**config.mk**
```make
export PLATFORM = sky130hd
export DESIGN_NAME = sfd_ctrl
export DESIGN_NICKNAME = d
export VERILOG_FILES = /design/src/rtl/core/sfd_pkg.sv /design/src/rtl/core/sfd_ctrl.sv
export SDC_FILE = /design/constraint.sdc
export NUM_CORES = 1
export LEC_CHECK = 0
export ABC_AREA = 0
export BUFFER_PORTS_ARGS = -buffer_cell sky130_fd_sc_hd__buf_4
export CELL_PAD_IN_SITES_DETAIL_PLACEMENT = 0
export CELL_PAD_IN_SITES_GLOBAL_PLACEMENT = 1
export CORE_AREA = 4 4 41 43
export CTS_CLUSTER_SIZE = 40
export DETAILED_ROUTE_END_ITERATION = 12
export DIE_AREA = 0 0 45 47
export PLACE_DENSITY_LB_ADDON = 0.1
export SETUP_SLACK_MARGIN = 0.5
export SKIP_CTS_REPAIR_TIMING = 1
export SLEW_MARGIN = 40
export SYNTH_ARGS = -nofsm -noshare
export SYNTH_HDL_FRONTEND = slang
export SYNTH_SLANG_ARGS = --single-unit
```
**constraint.sdc**
```tcl
create_clock -name i_clk -period 3.4 [get_ports i_clk]
set_clock_uncertainty 0.2 [all_clocks]
set_input_delay 0.17 -clock i_clk [delete_from_list [all_inputs] [get_ports i_clk]]
set_output_delay 0.17 -clock i_clk [all_outputs]
set_load 0.005 [all_outputs]
```
**src/rtl/core/sfd_pkg.sv**
```systemverilog
`timescale 1ns / 1ps
package sfd_pkg;

    // Memory geometry.
    localparam int MEM_BYTES    = 65536;
    localparam int PAGE_BYTES   = 256;
    localparam int SECTOR_BYTES = 4096;
    localparam int AW = $clog2(MEM_BYTES);
    localparam int PW = $clog2(PAGE_BYTES);
    localparam int SW = $clog2(SECTOR_BYTES);

    // Item operation codes.
    localparam logic [1:0] OP_XFER  = 2'd0;
    localparam logic [1:0] OP_DESEL = 2'd1;
    localparam logic [1:0] OP_TICK  = 2'd2;

    // Flash command codes.
    localparam logic [7:0] CMD_NONE = 8'h00;
    localparam logic [7:0] CMD_WRSR = 8'h01;
    localparam logic [7:0] CMD_PP   = 8'h02;
    localparam logic [7:0] CMD_READ = 8'h03;
    localparam logic [7:0] CMD_WRDI = 8'h04;
    localparam logic [7:0] CMD_RDSR = 8'h05;
    localparam logic [7:0] CMD_WREN = 8'h06;
    localparam logic [7:0] CMD_SE   = 8'h20;
    localparam logic [7:0] CMD_CE1  = 8'h60;
    localparam logic [7:0] CMD_RDID = 8'h9F;
    localparam logic [7:0] CMD_RES  = 8'hAB;
    localparam logic [7:0] CMD_DP   = 8'hB9;
    localparam logic [7:0] CMD_CE2  = 8'hC7;

    // Configuration register indexes.
    localparam logic [1:0] CFG_ID_WORD  = 2'd0;
    localparam logic [1:0] CFG_PROG_TCK = 2'd1;
    localparam logic [1:0] CFG_ERAS_TCK = 2'd2;

    localparam logic [23:0] RST_ID_WORD  = 24'd15679510;
    localparam logic [15:0] RST_PROG_TCK = 16'd16;
    localparam logic [23:0] RST_ERAS_TCK = 24'd4096;

    typedef struct packed {
        logic [1:0] op;
        logic [7:0] mosi;
    } t_in_item;

    typedef struct packed {
        logic [7:0] miso;
        logic       busy_res;
    } t_out_item;

    typedef struct packed {
        logic clear_we;
        logic latch;
        logic mem_rd;
        logic commit;
    } t_ctl_cmd;

    typedef struct packed {
        logic clear_last;
        logic need_mem;
    } t_dp_stat;

    typedef enum logic [1:0] {
        ST_CLEAR,
        ST_IDLE,
        ST_EXEC,
        ST_MEM
    } t_state;

endpackage

```
**src/rtl/core/sfd_ctrl.sv**
```systemverilog
`timescale 1ns / 1ps
module sfd_ctrl (
    input  logic              i_clk,
    input  logic              i_rst_n,
    input  logic              i_in_valid,
    output logic              o_in_ready,
    output logic              o_out_valid,
    input  logic              i_out_ready,
    input  sfd_pkg::t_dp_stat i_stat,
    output sfd_pkg::t_ctl_cmd o_cmd
);
    import sfd_pkg::*;

    t_state r_state, n_state;
    logic   r_out_valid, n_out_valid;

    always_ff @(posedge i_clk) begin
        if (!i_rst_n) begin
            r_state     <= ST_CLEAR;
            r_out_valid <= 1'b0;
        end else begin
            r_state     <= n_state;
            r_out_valid <= n_out_valid;
        end
    end

    always_comb begin
        n_state    = r_state;
        o_cmd      = '0;
        o_in_ready = 1'b0;
        case (r_state)
            ST_CLEAR: begin
                o_cmd.clear_we = 1'b1;
                if (i_stat.clear_last) begin
                    n_state = ST_IDLE;
                end
            end
            ST_IDLE: begin
                o_in_ready = !r_out_valid || i_out_ready;
                if (i_in_valid && o_in_ready) begin
                    o_cmd.latch = 1'b1;
                    n_state     = ST_EXEC;
                end
            end
            ST_EXEC: begin
                if (i_stat.need_mem) begin
                    o_cmd.mem_rd = 1'b1;
                    n_state      = ST_MEM;
                end else begin
                    o_cmd.commit = 1'b1;
                    n_state      = ST_IDLE;
                end
            end
            ST_MEM: begin
                o_cmd.commit = 1'b1;
                n_state      = ST_IDLE;
            end
            default: begin
                n_state = ST_IDLE;
            end
        endcase
        if (o_cmd.commit) begin
            n_out_valid = 1'b1;
        end else if (i_out_ready) begin
            n_out_valid = 1'b0;
        end else begin
            n_out_valid = r_out_valid;
        end
    end

    assign o_out_valid = r_out_valid;

`ifndef ASSERT_OFF
    a_mem_after_exec: assert property (@(posedge i_clk) disable iff (!i_rst_n)
        r_state == ST_MEM |-> $past(r_state) == ST_EXEC)
        else $error("memory phase entered without execute phase");
    a_commit_slot_free: assert property (@(posedge i_clk) disable iff (!i_rst_n)
        o_cmd.commit |-> !r_out_valid)
        else $error("result committed while output register is full");
    a_no_accept_clear: assert property (@(posedge i_clk) disable iff (!i_rst_n)
        r_state == ST_CLEAR |-> !o_in_ready)
        else $error("item accepted during memory clear");
`endif
endmodule

```
# Word level (Yosys, flattened, before mapping)
# Index checks and enable logic that the tools add are counted.
totals:
  regBits: 3
  input_bits: 6
  elab_cells: 27
op_classes:
  n_eq_ne: 5
  mux: 14
  reduce_logical: 6
op_table:
  columns: ["cell", "count"]
  rows:
  - ["$mux W1", 9]
  - ["$pmux W2 S4", 1]
  - ["$mux W2", 3]
  - ["$eq A2 B2 Y1 const B", 2]
  - ["$ne A2 B2 Y1 const B", 2]
  - ["$eq A2 B1 Y1 const B", 1]
  - ["$logic_not A2 Y1", 1]
  - ["$pmux W1 S2", 1]
  - ["$reduce_and A2 Y1", 1]
  - ["$reduce_bool A2 Y1", 1]
  - ["$logic_and A1 B1 Y1", 1]
  - ["$logic_not A1 Y1", 1]
  - ["$logic_or A1 B1 Y1", 1]

# Depth between registers and ports, before layout
depth:
  depth_word: 5
  depth_mapped: 5
  mapped_depth_nobuf: 5

# Worst setup path before layout
# Ideal clock, no wire load.
synth_path:
  kind: "flip-flop to flip-flop"
  from: "reg r_state[0]"
  to: "reg r_state[1]"
  setup_ns: 0.124
  t_arrival_ns: 1.024
  slack_ns: 2.052
  stages_incl_launch_ff: 6
  n_path_buf: 0
  period_less_slack_ns: 1.348
  path_cell_list: "dfxtp_1 > inv_1 > ha_1 > and2_1 > o211ai_1 > mux2i_1"
synth_between:
  elab_chain_len: 3
  elab_cells_between_ends: 8
  cone_classes: "eq/ne (5); mux (1); reduce/logical (2)"
synth_rtl:
  columns: ["element", "line_no", "text"]
  rows:
  - ["from (decl)", "sfd_ctrl.sv:14", "t_state r_state, n_state;"]
  - ["from (signal assigned)", "sfd_ctrl.sv:22", "r_state <= n_state;"]
  - ["$eq A2 B1 Y1 / $logic_not A2 Y1 (equally long branches)", "sfd_ctrl.sv:31", "case (r_state)"]
  - ["$ne A2 B2 Y1 (no line)", null, null]
  - ["$reduce_and A2 Y1 (no line)", null, null]
# Parallel ways exist; a longest one is shown, timed or not.
# A chain may end at the register's enable or synchronous reset.

==> metrics.cfg <==
[run_status]
status = completed

[clock_network]
clk-insertion-delay-late_ns = 0.23
numClockSinks = 3
tritoncts = yes
cts_max_level = 1
ctsRootBufferMaster = clkbuf_4
cts_buffers = 3
cts_buffer_depth = 2
clk_pin_slew_ns = 0.04

[setup_path]
crit_chain = inv_1, ha_1, a21oi_1, inv_1, buf_4
critPathMaxStageDelay_ns = 0.41
critPathRequiredTime_ns = 3.03
cp-startpoint = r_state[0]$_SDFFE_PN0P_
reg2regPathDepth = 5
r2r_end = r_state[1]$_SDFFE_PN0P_
slowest_stage = dfxtp_1
crit_path_frequent_cell = inv_1
critical_path_class = reg -> out
worstPathArrival_ns = 1.34
path_buf_inv = 3
critPathTopFamily = flip-flops
reg2reg_slack_ns = 1.95
setup.worst_path.end_class = output port
worstSetupPathDepth = 5
endpoint = o_cmd[0]
reg2reg_from = r_state[0]$_SDFFE_PN0P_
start_kind = register
cp_max_fo = 5

[global_route]
grt_antenna_before_repair = 0
grt_usage_pct = 6.556
grt-ovfl-total = 0
grt_pass1_vias = 246
grt_max_degree = 6
grt_pass1_wl_um = 952

[finish]
antenna_cells = 0
fillCellCount = 140
areaGrowthSynthToFinish_pct = 43.44
drive_gt1_share_pct = 46.51
nets = 55

[hold_path]
worstHoldStart = i_rst_n
min_path_type = in -> reg
hold_path_depth = 3

[floorplanning]
die_w_um = 45
ios = 12
die_area_um2 = 2115
initial_utilization_pct = 21.25
core-area_um2 = 1301
rows = 13
die_h_um = 47

[job]
cap_violations = 0

[synthesis]
yosysSeqAreaShare_pct = 21.72
ys.warnings.count = 0
syn_nets = 40
ys_seq_elements = 3
synth_edf_count = 0
synth_top_area_share_pct = 22.62
avgSynthCellArea_um2 = 9.535
synthArstFlopShare_pct = 0
ys_types = 17
synthTopCellsByCount = ha_1 (5), inv_1 (5), dfxtp_1 (3)
syn_area_um2 = 276.5
syn_inst = 29
yosys.area.top_type = ha_1
netlist_top_cells_area = ha_1 (23%), dfxtp_1 (22%), o221ai_4 (9.5%)
ys.flop_type = dfxtp_1

[timing]
worstMarginPinSlew_ns = 0.2123
finalHoldViolations = 0
fmaxAchievable_mhz = 583.4
grt_setup_unrepaired = false
layout_min_cycle_time_ns = 1.714
tns_ns = 0
fin_crit_sh_pct = 50.41
setup_ws_ns = 1.686
setup_viol = 0
relSlewSlack_pct = 85.84
slew_violations = 0

[routing]
drtAntennaViolNets = 0
vias = 225
vias_per_cell = 3.879
drt_iter0_drc = 1
wl_per_cell_um = 10.28
dr.pass1.iters = 2
wl_um = 596
drc = 0

[pwr]
irDropWorstVdd_v = 0.0001058
powerDensity_nw_per_um2 = 504.6
leakagePower_uw = 0.0002044

[placement]
portBuffers = 11
place.gp.congestion = 0.7570
dp_slack_ns = 1.937
detailed_place_hpwl_um = 489.6

## flip-flops by register name (all words and copies together), names as in the netlist
| name | flops |
|---|---|
| r_state | 2 |
| o_out_valid | 1 |
## layout by cell type, fill, tap and decap left out, types with 2 or more instances in the layout
cell      instances
ha_1              5
nand2_1           2
dfxtp_1           3
mux2i_1           2
inv_1             5
buf_4            11
clkbuf_4          3
## worst register-to-register path, stage by stage, from the launching register on
cell,delay [ns]
dfxtp_1,0.41
inv_1,0.10
ha_1,0.22
and2_1,0.17
o211ai_1,0.15
mux2i_1,0.08
## where the power goes
group          switching [uW]  total, uW  internal (uW)
Combinational            40.1       89.1           49.0
Clock                    18.3       62.2           44.0
Sequential               7.62       48.8           41.2
Total                    66.0        200            134
## logic make-up (layout without fill, tap and decap cells)
kind of cell               Yosys count  count (layout)  share of synthesized area, %
and+or+nand+nor                      8               8                         20.82
DFF                                  3               3                         21.72
buffers and inverters                7              21                         10.86
muxes                                2               2                         7.240
adders and majority gates            5               5                         22.62
AOI/OAI and AO/OA                    4               4                         16.74
## cell type report
| cell class | instances | area (um2) | area share, % |
|---|---|---|---|
| Inverter | 6 | 22.52 | 5.678 |
| Timing Repair Buffer | 11 | 82.58 | 20.82 |
| Tap cell | 15 | 18.77 | 4.732 |
| Multi-Input combinational cell | 19 | 186.4 | 47.00 |
| Clock buffer | 4 | 26.28 | 6.625 |
| Sequential cell | 3 | 60.06 | 15.14 |
## worst min path at each step
stage	end	slack [ns]
final	r_state[0]$_SDFFE_PN0P_	0.03
after floorplan	r_state[1]$_SDFFE_PN0P_	0.12
after global routing	o_out_valid$_SDFFE_PN0P_	0.03
after CTS	r_state[0]$_SDFFE_PN0P_	0.02
after detailed placement	o_out_valid$_SDFFE_PN0P_	0.27
after global placement	r_state[1]$_SDFFE_PN0P_	0.28
## metrics by stage
stage | power [uW] | hold slack (ns) | cells | instance area, um2 | util, %
after floorplan | 105.5 | 0.1200 | 29 | 276.5 | -
after global placement | 138.4 | 0.2793 | 54 | 370.4 | 28.46
after detailed placement | 139.7 | 0.2731 | 54 | 370.4 | 28.46
after CTS | 205.1 | 0.02430 | 58 | 396.6 | 30.48
after global routing | 217.2 | 0.03163 | 58 | 396.6 | 30.48
final | 200.1 | 0.03326 | 58 | 396.6 | 30.48
## layer usage
layer / share of wire, % / up-vias / track usage (%) / routed length, um
li1: - / 120 / - / -
met1: 41 / 95 / 7.045 / 246
met2: 47 / 10 / 9.322 / 282
met3: 11 / 0 / 2.682 / 67
met4: 0 / 0 / 7.018 / 0
met5: 0 / - / 0 / 0
No activity file was read; power rests on OpenSTA's default activity.
